[src/hdl/assert_macros.svh]
// Assertion macros shared by the queue's RTL modules.
// Users provide clk_i and rst_ni in the module scope.
`ifndef ASSERT_MACROS_SVH
`define ASSERT_MACROS_SVH

// Same-cycle implication, checked out of reset.
`define PMQ_ASSERT(lbl, ante, cons, msg) \
  lbl: assert property (@(posedge clk_i) disable iff (!rst_ni) (ante) |-> (cons)) \
    else $error(msg);

// Next-cycle implication, checked out of reset.
`define PMQ_ASSERT_NEXT(lbl, ante, cons, msg) \
  lbl: assert property (@(posedge clk_i) disable iff (!rst_ni) (ante) |=> (cons)) \
    else $error(msg);

`endif

[src/hdl/pmq_pkg.sv]
// Shared constants, types and helpers of the priority message queue.
// No dependencies; every module file refers to it by scoped names.
package pmq_pkg;

  localparam int QUEUE_DEPTH     = 8;
  localparam int PRIORITY_LEVELS = 5;
  localparam int HANDLE_WIDTH    = 32;

  localparam int HANDLE_IO_W = 32;
  localparam int STORE_W     = (HANDLE_WIDTH < HANDLE_IO_W) ? HANDLE_WIDTH : HANDLE_IO_W;
  localparam int LVL_W       = $clog2(PRIORITY_LEVELS);
  localparam int HEAD_W      = $clog2(QUEUE_DEPTH);
  localparam int CNT_W       = $clog2(QUEUE_DEPTH + 1);
  localparam int SUM_W       = CNT_W + 1;
  localparam int MEM_DEPTH   = PRIORITY_LEVELS * QUEUE_DEPTH;
  localparam int ADDR_W      = $clog2(MEM_DEPTH);
  localparam int PRIO_W      = 3;
  localparam int LIMIT_W     = 6;
  localparam int KIND_W      = 2;
  localparam int MODE_W      = 2;
  localparam int MODES_W     = MODE_W * PRIORITY_LEVELS;
  localparam int APB_ADDR_W  = 4;
  localparam int APB_DATA_W  = 32;
  localparam int CMD_FIFO_DEPTH = 2;
  localparam int FIFO_PTR_W  = $clog2(CMD_FIFO_DEPTH);
  localparam int FIFO_CNT_W  = $clog2(CMD_FIFO_DEPTH + 1);

  localparam logic [CNT_W-1:0]  CNT_FULL  = CNT_W'(QUEUE_DEPTH);
  localparam logic [HEAD_W-1:0] HEAD_LAST = HEAD_W'(QUEUE_DEPTH - 1);
  localparam logic [LVL_W-1:0]  LVL_TOP   = LVL_W'(PRIORITY_LEVELS - 1);
  localparam logic [LVL_W-1:0]  LVL_BOTTOM = '0;
  localparam logic [LVL_W-1:0]  LVL_MID   = LVL_W'(2);
  localparam logic [LVL_W-1:0]  LVL_MID_UP = LVL_W'(3);
  localparam logic [LVL_W-1:0]  LVL_LOW_UP = LVL_W'(1);

  typedef enum logic {
    OP_ENQ = 1'b0,
    OP_DEQ = 1'b1
  } op_e;

  typedef enum logic [MODE_W-1:0] {
    MODE_DROP     = 2'd0,
    MODE_COALESCE = 2'd1,
    MODE_HOLD     = 2'd2,
    MODE_DELIVER  = 2'd3
  } mode_e;

  typedef enum logic [KIND_W-1:0] {
    KIND_DISCARDED = 2'd0,
    KIND_DELIVERED = 2'd1,
    KIND_OVERFLOW  = 2'd2,
    KIND_NONE      = 2'd3
  } kind_e;

  typedef enum logic [1:0] {
    REG_LOCKED_MODES = 2'd0,
    REG_GAMING_MODES = 2'd1,
    REG_LOCKED_FLAG  = 2'd2,
    REG_GAMING_FLAG  = 2'd3
  } reg_idx_e;

  typedef struct packed {
    logic [MODES_W-1:0] locked_modes;
    logic [MODES_W-1:0] gaming_modes;
    logic               locked_flag;
    logic               gaming_flag;
  } cfg_t;

  typedef struct packed {
    op_e                        op;
    logic [STORE_W-1:0]         handle;
    logic [LVL_W-1:0]           lvl;
    mode_e                      mode;
    logic [PRIORITY_LEVELS-1:0] deliver;
    logic [LIMIT_W-1:0]         limit;
  } cmd_t;

  function automatic logic [ADDR_W-1:0] mem_addr(logic [LVL_W-1:0] lvl,
                                                logic [HEAD_W-1:0] slot);
    return ADDR_W'(int'(lvl) * QUEUE_DEPTH + int'(slot));
  endfunction

endpackage

[src/hdl/pmq_regs.sv]
// APB-style configuration registers: mode tables and flags.
// Depends on pmq_pkg.
module pmq_regs (
  input  logic                             clk_i,
  input  logic                             rst_ni,
  input  logic                             psel,
  input  logic                             penable,
  input  logic                             pwrite,
  input  logic [pmq_pkg::APB_ADDR_W-1:0]   paddr,
  input  logic [pmq_pkg::APB_DATA_W-1:0]   pwdata,
  output logic [pmq_pkg::APB_DATA_W-1:0]   prdata,
  output logic                             pready,
  output pmq_pkg::cfg_t                    cfg_o
);

  pmq_pkg::cfg_t      cfg_q, cfg_d;
  pmq_pkg::reg_idx_e  idx;
  logic               wr_en;

  assign idx    = pmq_pkg::reg_idx_e'(paddr[3:2]);
  assign wr_en  = psel && penable && pwrite;
  assign pready = 1'b1;
  assign cfg_o  = cfg_q;

  always_comb begin
    cfg_d = cfg_q;
    if (wr_en) begin
      unique case (idx)
        pmq_pkg::REG_LOCKED_MODES: cfg_d.locked_modes = pwdata[pmq_pkg::MODES_W-1:0];
        pmq_pkg::REG_GAMING_MODES: cfg_d.gaming_modes = pwdata[pmq_pkg::MODES_W-1:0];
        pmq_pkg::REG_LOCKED_FLAG:  cfg_d.locked_flag  = pwdata[0];
        pmq_pkg::REG_GAMING_FLAG:  cfg_d.gaming_flag  = pwdata[0];
        default: ;
      endcase
    end
  end

  always_comb begin
    prdata = '0;
    unique case (idx)
      pmq_pkg::REG_LOCKED_MODES: prdata = pmq_pkg::APB_DATA_W'(cfg_q.locked_modes);
      pmq_pkg::REG_GAMING_MODES: prdata = pmq_pkg::APB_DATA_W'(cfg_q.gaming_modes);
      pmq_pkg::REG_LOCKED_FLAG:  prdata = pmq_pkg::APB_DATA_W'(cfg_q.locked_flag);
      pmq_pkg::REG_GAMING_FLAG:  prdata = pmq_pkg::APB_DATA_W'(cfg_q.gaming_flag);
      default: ;
    endcase
  end

  always_ff @(posedge clk_i or negedge rst_ni) begin
    if (!rst_ni) begin
      cfg_q.locked_modes <= '1;
      cfg_q.gaming_modes <= '1;
      cfg_q.locked_flag  <= 1'b0;
      cfg_q.gaming_flag  <= 1'b0;
    end else begin
      cfg_q <= cfg_d;
    end
  end

endmodule

[src/hdl/pmq_front.sv]
// Front end: accepts input items, maps priority to a level and resolves
// the suspension modes into a command for the back end. Depends on pmq_pkg.
module pmq_front (
  input  logic                               in_valid_i,
  output logic                               in_ready_o,
  input  logic                               operation_i,
  input  logic [pmq_pkg::HANDLE_IO_W-1:0]    message_handle_i,
  input  logic signed [pmq_pkg::PRIO_W-1:0]  priority_req_i,
  input  logic [pmq_pkg::LIMIT_W-1:0]        max_count_i,
  input  pmq_pkg::cfg_t                      cfg_i,
  input  logic                               fifo_full_i,
  output logic                               push_o,
  output pmq_pkg::cmd_t                      cmd_o
);

  pmq_pkg::mode_e             modes [pmq_pkg::PRIORITY_LEVELS];
  logic [pmq_pkg::LVL_W-1:0]  lvl;

  assign in_ready_o = !fifo_full_i;
  assign push_o     = in_valid_i && !fifo_full_i;

  // Out-of-range priorities clamp to the nearest level.
  always_comb begin
    lvl = pmq_pkg::LVL_MID;
    unique case (priority_req_i) inside
      3'b010, 3'b011:         lvl = pmq_pkg::LVL_TOP;
      3'b001:                 lvl = pmq_pkg::LVL_MID_UP;
      3'b000:                 lvl = pmq_pkg::LVL_MID;
      3'b111:                 lvl = pmq_pkg::LVL_LOW_UP;
      3'b100, 3'b101, 3'b110: lvl = pmq_pkg::LVL_BOTTOM;
      default:                lvl = pmq_pkg::LVL_MID;
    endcase
  end

  always_comb begin
    for (int i = 0; i < pmq_pkg::PRIORITY_LEVELS; i++) begin
      if (cfg_i.locked_flag) begin
        modes[i] = pmq_pkg::mode_e'(cfg_i.locked_modes[pmq_pkg::MODE_W*i +: pmq_pkg::MODE_W]);
      end else if (cfg_i.gaming_flag) begin
        modes[i] = pmq_pkg::mode_e'(cfg_i.gaming_modes[pmq_pkg::MODE_W*i +: pmq_pkg::MODE_W]);
      end else begin
        modes[i] = pmq_pkg::MODE_DELIVER;
      end
    end
  end

  always_comb begin
    cmd_o.op     = pmq_pkg::op_e'(operation_i);
    cmd_o.handle = pmq_pkg::STORE_W'(message_handle_i);
    cmd_o.lvl    = lvl;
    cmd_o.mode   = modes[lvl];
    cmd_o.limit  = max_count_i;
    for (int i = 0; i < pmq_pkg::PRIORITY_LEVELS; i++) begin
      cmd_o.deliver[i] = (modes[i] == pmq_pkg::MODE_DELIVER);
    end
  end

endmodule

[src/hdl/pmq_cmd_fifo.sv]
// Short command queue between front and back end.
// Depends on pmq_pkg and assert_macros.svh.
`include "assert_macros.svh"
module pmq_cmd_fifo (
  input  logic          clk_i,
  input  logic          rst_ni,
  input  logic          push_i,
  input  pmq_pkg::cmd_t cmd_i,
  output logic          full_o,
  input  logic          pop_i,
  output logic          valid_o,
  output pmq_pkg::cmd_t cmd_o
);

  pmq_pkg::cmd_t                    slots_q [pmq_pkg::CMD_FIFO_DEPTH];
  logic [pmq_pkg::FIFO_PTR_W-1:0]   wr_ptr_q, wr_ptr_d, rd_ptr_q, rd_ptr_d;
  logic [pmq_pkg::FIFO_CNT_W-1:0]   count_q, count_d;

  localparam logic [pmq_pkg::FIFO_PTR_W-1:0] PtrLast =
    pmq_pkg::FIFO_PTR_W'(pmq_pkg::CMD_FIFO_DEPTH - 1);
  localparam logic [pmq_pkg::FIFO_CNT_W-1:0] CntFull =
    pmq_pkg::FIFO_CNT_W'(pmq_pkg::CMD_FIFO_DEPTH);

  assign full_o  = (count_q == CntFull);
  assign valid_o = (count_q != '0);
  assign cmd_o   = slots_q[rd_ptr_q];

  always_comb begin
    wr_ptr_d = wr_ptr_q;
    rd_ptr_d = rd_ptr_q;
    count_d  = count_q;
    if (push_i) begin
      wr_ptr_d = (wr_ptr_q == PtrLast) ? '0 : wr_ptr_q + 1'b1;
    end
    if (pop_i) begin
      rd_ptr_d = (rd_ptr_q == PtrLast) ? '0 : rd_ptr_q + 1'b1;
    end
    if (push_i && !pop_i) begin
      count_d = count_q + 1'b1;
    end else if (pop_i && !push_i) begin
      count_d = count_q - 1'b1;
    end
  end

  always_ff @(posedge clk_i) begin
    if (push_i) begin
      slots_q[wr_ptr_q] <= cmd_i;
    end
  end

  always_ff @(posedge clk_i or negedge rst_ni) begin
    if (!rst_ni) begin
      wr_ptr_q <= '0;
      rd_ptr_q <= '0;
      count_q  <= '0;
    end else begin
      wr_ptr_q <= wr_ptr_d;
      rd_ptr_q <= rd_ptr_d;
      count_q  <= count_d;
    end
  end

  `PMQ_ASSERT(a_fifo_bound, 1'b1, count_q <= CntFull, "command queue over capacity")
  `PMQ_ASSERT(a_fifo_pop_nonempty, pop_i, count_q != '0, "pop from empty command queue")
  `PMQ_ASSERT_NEXT(a_fifo_grow, push_i && !pop_i, count_q == $past(count_q) + 1'b1, "push lost")

endmodule

[src/hdl/pmq_back.sv]
// Back end: per-level FIFOs in one handle memory, head and count registers,
// sequencer for enqueue, coalesce and dequeue, and the result register.
// Depends on pmq_pkg and assert_macros.svh.
`include "assert_macros.svh"
module pmq_back (
  input  logic                            clk_i,
  input  logic                            rst_ni,
  input  logic                            cmd_valid_i,
  input  pmq_pkg::cmd_t                   cmd_i,
  output logic                            cmd_pop_o,
  output logic                            out_valid_o,
  input  logic                            out_ready_i,
  output logic [pmq_pkg::KIND_W-1:0]      kind_o,
  output logic [pmq_pkg::HANDLE_IO_W-1:0] message_handle_res_o,
  output logic                            last_o
);

  typedef enum logic [3:0] {
    ST_IDLE  = 4'b0001,
    ST_DRAIN = 4'b0010,
    ST_DEQ   = 4'b0100,
    ST_EMIT  = 4'b1000
  } state_e;

  localparam int PL = pmq_pkg::PRIORITY_LEVELS;

  state_e state_q, state_d;

  logic [pmq_pkg::HEAD_W-1:0]  heads_q  [PL];
  logic [pmq_pkg::HEAD_W-1:0]  heads_d  [PL];
  logic [pmq_pkg::CNT_W-1:0]   counts_q [PL];
  logic [pmq_pkg::CNT_W-1:0]   counts_d [PL];

  logic [pmq_pkg::STORE_W-1:0] mem_q [pmq_pkg::MEM_DEPTH];
  logic [pmq_pkg::STORE_W-1:0] rdata_q;
  logic                        mem_we, mem_re;
  logic [pmq_pkg::ADDR_W-1:0]  mem_waddr, mem_raddr;
  logic [pmq_pkg::STORE_W-1:0] mem_wdata;

  pmq_pkg::cmd_t               cmd_q, cmd_d;
  logic [pmq_pkg::LIMIT_W-1:0] limit_q, limit_d;
  pmq_pkg::kind_e              kind_q, kind_d;
  logic                        last_q, last_d;

  logic                        out_valid_q, out_valid_d;
  pmq_pkg::kind_e              out_kind_q, out_kind_d;
  logic [pmq_pkg::STORE_W-1:0] out_handle_q, out_handle_d;
  logic                        out_last_q, out_last_d;
  logic                        out_free, out_load;

  logic [PL-1:0]               avail, remain;
  logic [pmq_pkg::LVL_W-1:0]   pick, sel_lvl;
  logic [pmq_pkg::HEAD_W-1:0]  sel_head, head_next, tail_slot;
  logic [pmq_pkg::CNT_W-1:0]   sel_cnt;
  logic [pmq_pkg::SUM_W-1:0]   tail_sum;
  logic                        unlimited, lim_ok, deq_last;

  assign out_free  = !out_valid_q || out_ready_i;
  assign unlimited = (cmd_q.limit == '0);
  assign lim_ok    = unlimited || (limit_q != '0);

  always_comb begin
    pick = '0;
    for (int i = 0; i < PL; i++) begin
      avail[i] = cmd_q.deliver[i] && (counts_q[i] != '0);
      if (avail[i]) begin
        pick = pmq_pkg::LVL_W'(i);
      end
    end
  end

  always_comb begin
    unique case (state_q)
      ST_IDLE: sel_lvl = cmd_i.lvl;
      ST_DEQ:  sel_lvl = pick;
      default: sel_lvl = cmd_q.lvl;
    endcase
  end

  assign sel_head  = heads_q[sel_lvl];
  assign sel_cnt   = counts_q[sel_lvl];
  assign head_next = (sel_head == pmq_pkg::HEAD_LAST) ? '0 : sel_head + 1'b1;
  assign tail_sum  = pmq_pkg::SUM_W'(sel_head) + pmq_pkg::SUM_W'(sel_cnt);
  assign tail_slot = (tail_sum >= pmq_pkg::SUM_W'(pmq_pkg::QUEUE_DEPTH)) ?
                     pmq_pkg::HEAD_W'(tail_sum - pmq_pkg::SUM_W'(pmq_pkg::QUEUE_DEPTH)) :
                     pmq_pkg::HEAD_W'(tail_sum);

  // A level that empties with this pop leaves the remaining set.
  always_comb begin
    remain = avail;
    if (sel_cnt == pmq_pkg::CNT_W'(1)) begin
      remain[pick] = 1'b0;
    end
  end
  assign deq_last = (remain == '0) || (!unlimited && limit_q == pmq_pkg::LIMIT_W'(1));

  always_comb begin
    state_d      = state_q;
    heads_d      = heads_q;
    counts_d     = counts_q;
    cmd_d        = cmd_q;
    limit_d      = limit_q;
    kind_d       = kind_q;
    last_d       = last_q;
    cmd_pop_o    = 1'b0;
    mem_we       = 1'b0;
    mem_re       = 1'b0;
    mem_waddr    = pmq_pkg::mem_addr(sel_lvl, tail_slot);
    mem_raddr    = pmq_pkg::mem_addr(sel_lvl, sel_head);
    mem_wdata    = cmd_i.handle;
    out_load     = 1'b0;
    out_kind_d   = out_kind_q;
    out_handle_d = out_handle_q;
    out_last_d   = out_last_q;

    unique case (state_q)
      ST_IDLE: begin
        if (cmd_valid_i) begin
          if (cmd_i.op == pmq_pkg::OP_DEQ) begin
            cmd_pop_o = 1'b1;
            cmd_d     = cmd_i;
            limit_d   = cmd_i.limit;
            state_d   = ST_DEQ;
          end else begin
            case (cmd_i.mode)
              pmq_pkg::MODE_DROP: begin
                if (out_free) begin
                  out_load     = 1'b1;
                  out_kind_d   = pmq_pkg::KIND_DISCARDED;
                  out_handle_d = cmd_i.handle;
                  out_last_d   = 1'b1;
                  cmd_pop_o    = 1'b1;
                end
              end
              pmq_pkg::MODE_COALESCE: begin
                cmd_pop_o = 1'b1;
                if (sel_cnt == '0) begin
                  mem_we            = 1'b1;
                  mem_waddr         = pmq_pkg::mem_addr(sel_lvl, '0);
                  heads_d[sel_lvl]  = '0;
                  counts_d[sel_lvl] = pmq_pkg::CNT_W'(1);
                end else begin
                  cmd_d   = cmd_i;
                  state_d = ST_DRAIN;
                end
              end
              default: begin
                if (sel_cnt >= pmq_pkg::CNT_FULL) begin
                  if (out_free) begin
                    out_load     = 1'b1;
                    out_kind_d   = pmq_pkg::KIND_OVERFLOW;
                    out_handle_d = cmd_i.handle;
                    out_last_d   = 1'b1;
                    cmd_pop_o    = 1'b1;
                  end
                end else begin
                  mem_we            = 1'b1;
                  counts_d[sel_lvl] = sel_cnt + 1'b1;
                  cmd_pop_o         = 1'b1;
                end
              end
            endcase
          end
        end
      end

      ST_DRAIN: begin
        // Pop the head; on the final pop also park the new handle in slot 0.
        // The memory reads before it writes, so the old slot 0 still comes out.
        mem_re            = 1'b1;
        heads_d[sel_lvl]  = head_next;
        counts_d[sel_lvl] = sel_cnt - 1'b1;
        kind_d            = pmq_pkg::KIND_DISCARDED;
        last_d            = (sel_cnt == pmq_pkg::CNT_W'(1));
        if (sel_cnt == pmq_pkg::CNT_W'(1)) begin
          mem_we            = 1'b1;
          mem_waddr         = pmq_pkg::mem_addr(sel_lvl, '0);
          mem_wdata         = cmd_q.handle;
          heads_d[sel_lvl]  = '0;
          counts_d[sel_lvl] = pmq_pkg::CNT_W'(1);
        end
        state_d = ST_EMIT;
      end

      ST_DEQ: begin
        if ((avail != '0) && lim_ok) begin
          mem_re            = 1'b1;
          heads_d[sel_lvl]  = head_next;
          counts_d[sel_lvl] = sel_cnt - 1'b1;
          if (!unlimited) begin
            limit_d = limit_q - 1'b1;
          end
          kind_d  = pmq_pkg::KIND_DELIVERED;
          last_d  = deq_last;
          state_d = ST_EMIT;
        end else if (out_free) begin
          out_load     = 1'b1;
          out_kind_d   = pmq_pkg::KIND_NONE;
          out_handle_d = '0;
          out_last_d   = 1'b1;
          state_d      = ST_IDLE;
        end
      end

      ST_EMIT: begin
        if (out_free) begin
          out_load     = 1'b1;
          out_kind_d   = kind_q;
          out_handle_d = rdata_q;
          out_last_d   = last_q;
          if (last_q) begin
            state_d = ST_IDLE;
          end else if (cmd_q.op == pmq_pkg::OP_DEQ) begin
            state_d = ST_DEQ;
          end else begin
            state_d = ST_DRAIN;
          end
        end
      end

      default: state_d = ST_IDLE;
    endcase
  end

  always_comb begin
    out_valid_d = out_valid_q;
    if (out_load) begin
      out_valid_d = 1'b1;
    end else if (out_ready_i) begin
      out_valid_d = 1'b0;
    end
  end

  // Handle memory: one write and one registered read per cycle.
  always_ff @(posedge clk_i) begin
    if (mem_we) begin
      mem_q[mem_waddr] <= mem_wdata;
    end
    if (mem_re) begin
      rdata_q <= mem_q[mem_raddr];
    end
  end

  always_ff @(posedge clk_i) begin
    cmd_q        <= cmd_d;
    limit_q      <= limit_d;
    kind_q       <= kind_d;
    last_q       <= last_d;
    out_kind_q   <= out_kind_d;
    out_handle_q <= out_handle_d;
    out_last_q   <= out_last_d;
  end

  always_ff @(posedge clk_i or negedge rst_ni) begin
    if (!rst_ni) begin
      state_q     <= ST_IDLE;
      out_valid_q <= 1'b0;
      for (int i = 0; i < PL; i++) begin
        heads_q[i]  <= '0;
        counts_q[i] <= '0;
      end
    end else begin
      state_q     <= state_d;
      out_valid_q <= out_valid_d;
      heads_q     <= heads_d;
      counts_q    <= counts_d;
    end
  end

  assign out_valid_o          = out_valid_q;
  assign kind_o               = out_kind_q;
  assign message_handle_res_o = pmq_pkg::HANDLE_IO_W'(out_handle_q);
  assign last_o               = out_last_q;

  `PMQ_ASSERT(a_drain_nonempty, state_q == ST_DRAIN, sel_cnt != '0, "coalesce drain on empty level")
  `PMQ_ASSERT(a_pop_in_idle, cmd_pop_o, state_q == ST_IDLE, "command taken while busy")
  `PMQ_ASSERT_NEXT(a_emit_loads, state_q == ST_EMIT && out_free, out_valid_q, "pending item lost")

endmodule

[src/hdl/priority_message_queue_with_suspension.sv]
// Top level of the priority message queue with suspension modes.
// Depends on pmq_pkg, pmq_regs, pmq_front, pmq_cmd_fifo and pmq_back.
//
//  channel | handshake                  | payload
//  --------+----------------------------+-------------------------------------------
//  in      | in_valid_i / in_ready_o    | operation_i, message_handle_i,
//          |                            | priority_req_i, max_count_i
//  out     | out_valid_o / out_ready_i  | kind_o, message_handle_res_o, last_o
//  cfg     | psel, penable, pwrite,     | paddr, pwdata, prdata
//          | pready                     |
//
// An accepted item is registered in the command queue before the back end sees it. An
// append, a drop and an overflow are handled in the idle state; a dequeue or a coalesce
// of a non-empty level first takes the command from the queue, then per handle reads the
// memory with registered data and loads the result, or it loads the none marker.
// After reset all levels are empty at once; the handle memory is not cleared.
// A stalled result holds the back end while the two-entry command queue fills.
module priority_message_queue_with_suspension (
  input  logic                              clk_i,
  input  logic                              rst_ni,
  input  logic                              in_valid_i,
  output logic                              in_ready_o,
  input  logic                              operation_i,
  input  logic [pmq_pkg::HANDLE_IO_W-1:0]   message_handle_i,
  input  logic signed [pmq_pkg::PRIO_W-1:0] priority_req_i,
  input  logic [pmq_pkg::LIMIT_W-1:0]       max_count_i,
  output logic                              out_valid_o,
  input  logic                              out_ready_i,
  output logic [pmq_pkg::KIND_W-1:0]        kind_o,
  output logic [pmq_pkg::HANDLE_IO_W-1:0]   message_handle_res_o,
  output logic                              last_o,
  input  logic                              psel,
  input  logic                              penable,
  input  logic                              pwrite,
  input  logic [pmq_pkg::APB_ADDR_W-1:0]    paddr,
  input  logic [pmq_pkg::APB_DATA_W-1:0]    pwdata,
  output logic [pmq_pkg::APB_DATA_W-1:0]    prdata,
  output logic                              pready
);

  pmq_pkg::cfg_t cfg;
  pmq_pkg::cmd_t front_cmd, queued_cmd;
  logic          fifo_full, push, cmd_valid, cmd_pop;

  pmq_regs u_regs (
    .clk_i   (clk_i),
    .rst_ni  (rst_ni),
    .psel    (psel),
    .penable (penable),
    .pwrite  (pwrite),
    .paddr   (paddr),
    .pwdata  (pwdata),
    .prdata  (prdata),
    .pready  (pready),
    .cfg_o   (cfg)
  );

  pmq_front u_front (
    .in_valid_i       (in_valid_i),
    .in_ready_o       (in_ready_o),
    .operation_i      (operation_i),
    .message_handle_i (message_handle_i),
    .priority_req_i   (priority_req_i),
    .max_count_i      (max_count_i),
    .cfg_i            (cfg),
    .fifo_full_i      (fifo_full),
    .push_o           (push),
    .cmd_o            (front_cmd)
  );

  pmq_cmd_fifo u_cmd_fifo (
    .clk_i   (clk_i),
    .rst_ni  (rst_ni),
    .push_i  (push),
    .cmd_i   (front_cmd),
    .full_o  (fifo_full),
    .pop_i   (cmd_pop),
    .valid_o (cmd_valid),
    .cmd_o   (queued_cmd)
  );

  pmq_back u_back (
    .clk_i                (clk_i),
    .rst_ni               (rst_ni),
    .cmd_valid_i          (cmd_valid),
    .cmd_i                (queued_cmd),
    .cmd_pop_o            (cmd_pop),
    .out_valid_o          (out_valid_o),
    .out_ready_i          (out_ready_i),
    .kind_o               (kind_o),
    .message_handle_res_o (message_handle_res_o),
    .last_o               (last_o)
  );

endmodule

[config.mk]
export PLATFORM = sky130hd
export DESIGN_NAME = priority_message_queue_with_suspension
export DESIGN_NICKNAME = d
export VERILOG_FILES = /design/src/hdl/pmq_pkg.sv /design/src/hdl/pmq_regs.sv /design/src/hdl/pmq_front.sv /design/src/hdl/pmq_cmd_fifo.sv /design/src/hdl/pmq_back.sv /design/src/hdl/priority_message_queue_with_suspension.sv
export VERILOG_INCLUDE_DIRS = /design/src /design/src/hdl
export SDC_FILE = /design/constraint.sdc
export NUM_CORES = 2
export LEC_CHECK = 0
export ABC_AREA = 0
export BUFFER_PORTS_ARGS = -buffer_cell sky130_fd_sc_hd__clkbuf_2
export CAP_MARGIN = 20
export CELL_PAD_IN_SITES_DETAIL_PLACEMENT = 1
export CELL_PAD_IN_SITES_GLOBAL_PLACEMENT = 2
export CORE_UTILIZATION = 28
export CTS_BUF_LIST = sky130_fd_sc_hd__clkbuf_16
export DETAILED_ROUTE_END_ITERATION = 8
export PLACE_DENSITY_LB_ADDON = 0.1
export SLEW_MARGIN = 20
export SYNTH_ARGS = -nofsm -noshare
export SYNTH_HDL_FRONTEND = slang
export SYNTH_SLANG_ARGS = --single-unit
[constraint.sdc]
create_clock -name clk_i -period 9 [get_ports clk_i]
set_input_delay 0.45 -clock clk_i [delete_from_list [all_inputs] [get_ports clk_i]]
set_output_delay 0.45 -clock clk_i [all_outputs]
set_load 0.01 [all_outputs]
==> flow_summary.json <==
{
  "hold_start": "priority_req_i[2]",
  "worstPathRequired_ps": 9420,
  "synth-main-ff-cell": "edfxtp_1",
  "cts_buffers": 183,
  "final_area_mm2": 0.0728,
  "startpoint_type": "register",
  "r2r_cells": 16,
  "fin_skew_ps": 25.4,
  "power.density_mw_per_mm2": 383,
  "crit_family": "simple AND/OR/NAND/NOR gates",
  "pwr-share-seq": 0.356,
  "worst_pin_slew_ps": 1180,
  "end_kind": "register",
  "initialDrtViolationCount": 2396,
  "fp-row-count": 172,
  "hold_violations": 0,
  "yosysTopAreaCell": "edfxtp_1",
  "grt_max_degree": 123,
  "p_int_mw": 16.2,
  "cp_max_fo": 66,
  "drtAntennaViolNets": 0,
  "min_to": "u_cmd_fifo.slots_q[0][15]",
  "setup_viol": 0,
  "cts_resized": 0,
  "insertion_delay_ps": 820,
  "fmax_mhz": 143,
  "vias": 36500,
  "gp_congestion": 0.738,
  "cap_violations": 0,
  "timing.final.crit_period_ps": 6980,
  "path_buf_inv": 4,
  "fin_tns_setup_ps": 0,
  "ys_warn_count": 0,
  "post_drt_via_cell_ratio": 4.90,
  "portBuffers": 107,
  "synth_edf_count": 1500,
  "drc": 0,
  "synth.distinct_cells": 84,
  "cp_num_cells": 16,
  "ys_seq_area_frac": 0.753,
  "timing.final.crit_share": 0.775,
  "syn_avg_cell_area_um2": 15.0,
  "clkSinkCount": 1566,
  "grt_pass1_vias": 38100,
  "area_growth_pct": 17.3,
  "cp.arrival_ps": 7400,
  "pre_cts_slack_ps": 1950,
  "r2r_end": "u_back.mem_q[28][28]",
  "die_area_mm2": 0.224,
  "h-tree-depth": 4,
  "maxSlewViolCount": 0,
  "synthArstFlopShare": 0.0421,
  "instances_no_fill": 7446,
  "p_clk_frac": 0.247,
  "p_comb_frac": 0.397,
  "max_stage_delay_ps": 770,
  "synth_top_area_frac": 0.726,
  "reg2reg_slack_ps": 2020,
  "whs_path_depth": 2,
  "ir_worst_vdd_mv": 0.391,
  "post-dp-hpwl_mm": 121,
  "status": "finished clean",
  "postCtsSetupRepairBufs": 0,
  "finalPower_mw": 27.9,
  "slowest_stage": "or4b_1",
  "syn_inst": 4140,
  "ios": 155,
  "totalWireLength_mm": 210,
  "routedWlPerCell_um": 28.2,
  "antenna_found_initial": 14,
  "grt_setup_unrepaired": "false",
  "core_region_area_mm2": 0.220,
  "dieWidth_um": 473,
  "drt_pass1_iterations": 5,
  "p_leak_nw": 25.4,
  "netlist_top_cells_area": "edfxtp_1 (73%), nand2_1 (5.6%), mux2i_1 (3.4%)",
  "grt_pass1_wl_mm": 295,
  "path_cells": "or4b_1 > clkinv_2 > and2_1 > a221o_1 > nand2_1 > o221a_4 > inv_8 > ha_1 > inv_1 > fa_1 > xnor2_1 > xnor2_2 > nor3b_2 > nand3b_1 > nor2_4 > buf_4",
  "cts_tree": "built",
  "power.switching_mw": 11.7,
  "finalWorstSetupSlack_ps": 2020,
  "grt_usage": 0.186,
  "dp_cells": 7065,
  "start_util": 0.282,
  "hold_class": "in2reg",
  "drive_gt1_frac": 0.158,
  "grt-ovfl-total": 0,
  "die_y_um": 473,
  "nNetsFinal": 4438,
  "clk_pin_slew_ps": 50,
  "cts_root_buf": "clkbuf_16",
  "ys_seq_elements": 1566,
  "dpl_cell_area_mm2": 0.0668,
  "relSlewSlack": 0.214,
  "r2r-start": "u_back.state_q[1]",
  "worstSetupPathType": "reg2reg",
  "swShare": 0.418,
  "clock_path_buffers": 3,
  "synth_area_mm2": 0.0621
}
layer usage:
layer | wire length, µm | share of wire | track usage | vias up
li1 | - | - | - | 16300
met2 | 99400 | 0.47 | 0.306 | 628
met4 | 3980 | 0.019 | 0.0444 | 4
met5 | 29 | 0.00014 | 0 | -
met1 | 99400 | 0.47 | 0.259 | 19300
met3 | 6870 | 0.033 | 0.0254 | 246
through the flow:
stage,hold WS (ps),utilization
CTS,32.3,0.331
global route,74.0,0.331
detailed placement,321,0.304
global placement,323,0.304
finish,114,0.331
floorplan,154,-
state kept, by name, summed over array words and instances (netlist names), 2 cells and up, named ones only:
signal                       cells
u_back.message_handle_res_o     32
u_back.state_q                   4
u_cmd_fifo.count_q               2
u_regs.cfg_o                    22
u_back.limit_q                   6
u_cmd_fifo.slots_q              98
u_back.mem_q                  1280
u_back.kind_o                    2
u_back.counts_q                  5
u_back.cmd_q                    47
u_back.rdata_q                  32
u_back.heads_q                  15
cell usage in the layout (no fill, tap or decap), types with 19 or more instances in the layout:
cell / Yosys / routed
nor2_4: 0 / 49
o2111ai_1: 32 / 31
dlygate4sd3_1: 0 / 52
buf_12: 0 / 28
o21ai_0: 20 / 20
clkbuf_2: 0 / 106
clkinv_1: 1 / 47
mux2_2: 129 / 129
a22oi_1: 34 / 34
a22o_1: 31 / 31
dfstp_2: 21 / 21
buf_4: 23 / 87
a31o_2: 24 / 24
mux2i_1: 210 / 210
nand3_1: 113 / 112
conb_1: 2 / 23
clkinv_2: 1 / 19
a311oi_1: 34 / 34
a21oi_1: 59 / 59
and3_1: 70 / 69
clkbuf_16: 0 / 186
a31oi_1: 132 / 132
edfxtp_1: 1500 / 1500
dfrtp_1: 45 / 44
nand4_1: 35 / 35
nand2_1: 930 / 926
a32oi_1: 129 / 129
nor2_1: 94 / 47
a221oi_1: 33 / 33
inv_1: 17 / 71
area by class of cell:
type / count / area (µm²)
Clock inverter: 136 / 800
Multi-Input combinational cell: 2299 / 14500
Timing Repair Buffer: 273 / 2260
Clock buffer: 186 / 4650
Antenna cell: 7 / 17.5
Sequential cell: 1566 / 46700
Fill cell: 22800 / 147000
Inverter: 21 / 90.1
Tap cell: 2958 / 3700
worst max path at each step:
stage	startpoint	to	slack (ps)
finish	u_back.state_q[1]	u_back.mem_q[28][28]	2020
global placement	u_back.state_q[1]	u_back.mem_q[31][0]	2000
floorplan	u_back.state_q[1]	u_back.mem_q[13][0]	2820
global route	u_back.state_q[1]	u_back.mem_q[28][28]	1620
CTS	u_back.state_q[1]	u_back.mem_q[28][28]	1910
detailed placement	u_back.state_q[1]	u_back.mem_q[31][5]	1950
repair_timing:
item                                   4_1_cts  5_1_grt
hold buffers                                52        0
endpoints found under the hold margin      111        0
setup endpoints to repair                    0        0
worst reg2reg max path: cells and delay by family (launching register included):
| family | cells | cell delay, ps |
|---|---|---|
| AND/OR/NAND/NOR | 6 | 2440 |
| buffers and inverters | 4 | 1520 |
| flip-flops | 1 | 470 |
| XOR/XNOR | 2 | 460 |
| AO/OA/AOI/OAI | 2 | 960 |
| adder cells (fa/ha/maj) | 2 | 700 |
synthesized netlist by cell type, types with 5 or more instances:
master / number
nand2b_1: 6
nor2b_1: 5
buf_2: 92
and3_1: 70
xor2_1: 5
nor2_1: 94
nand3_1: 113
a22o_1: 31
buf_6: 5
dfrtp_1: 45
a32oi_1: 129
o2111ai_1: 32
inv_1: 17
nand4_1: 35
o31ai_1: 7
or3_1: 5
nor3_1: 16
a221oi_1: 33
a21boi_0: 6
a22oi_1: 34
a311oi_1: 34
buf_4: 23
ha_1: 8
xnor2_1: 10
buf_1: 24
nand2_1: 930
mux2i_1: 210
a31o_2: 24
a31oi_1: 132
a21oi_1: 59
clkbuf_1: 131
a31o_1: 11
o221ai_1: 5
dfstp_2: 21
and2_1: 5
nor2_2: 5
o21ai_0: 20
edfxtp_1: 1500
mux2_2: 129
power by group through the flow:
stage / registers [mW] / logic (mW) / clock network [mW]
6_report: 9.92 / 11.1 / 6.89
5_1_grt: 9.98 / 11.9 / 7.37
4_1_cts: 9.93 / 11.3 / 7.12
3_5_place_dp: 10.1 / 11.3 / 0
3_3_place_gp: 10.1 / 11.2 / 0
2_1_floorplan: 9.92 / 5.97 / 0
cells by family after synthesis:
kind of cell,after synthesis,share of synthesized area
xor gates and xnor gates,16,0.00238
adders and majority gates,10,0.00210
other,2,0.000121
buffers and inverters,296,0.0218
muxes,346,0.0593
and+or+nand+nor,1306,0.0885
DFF,1566,0.753
AOI/OAI and AO/OA,598,0.0734
Note: power is estimated with default switching activity, not from simulation.
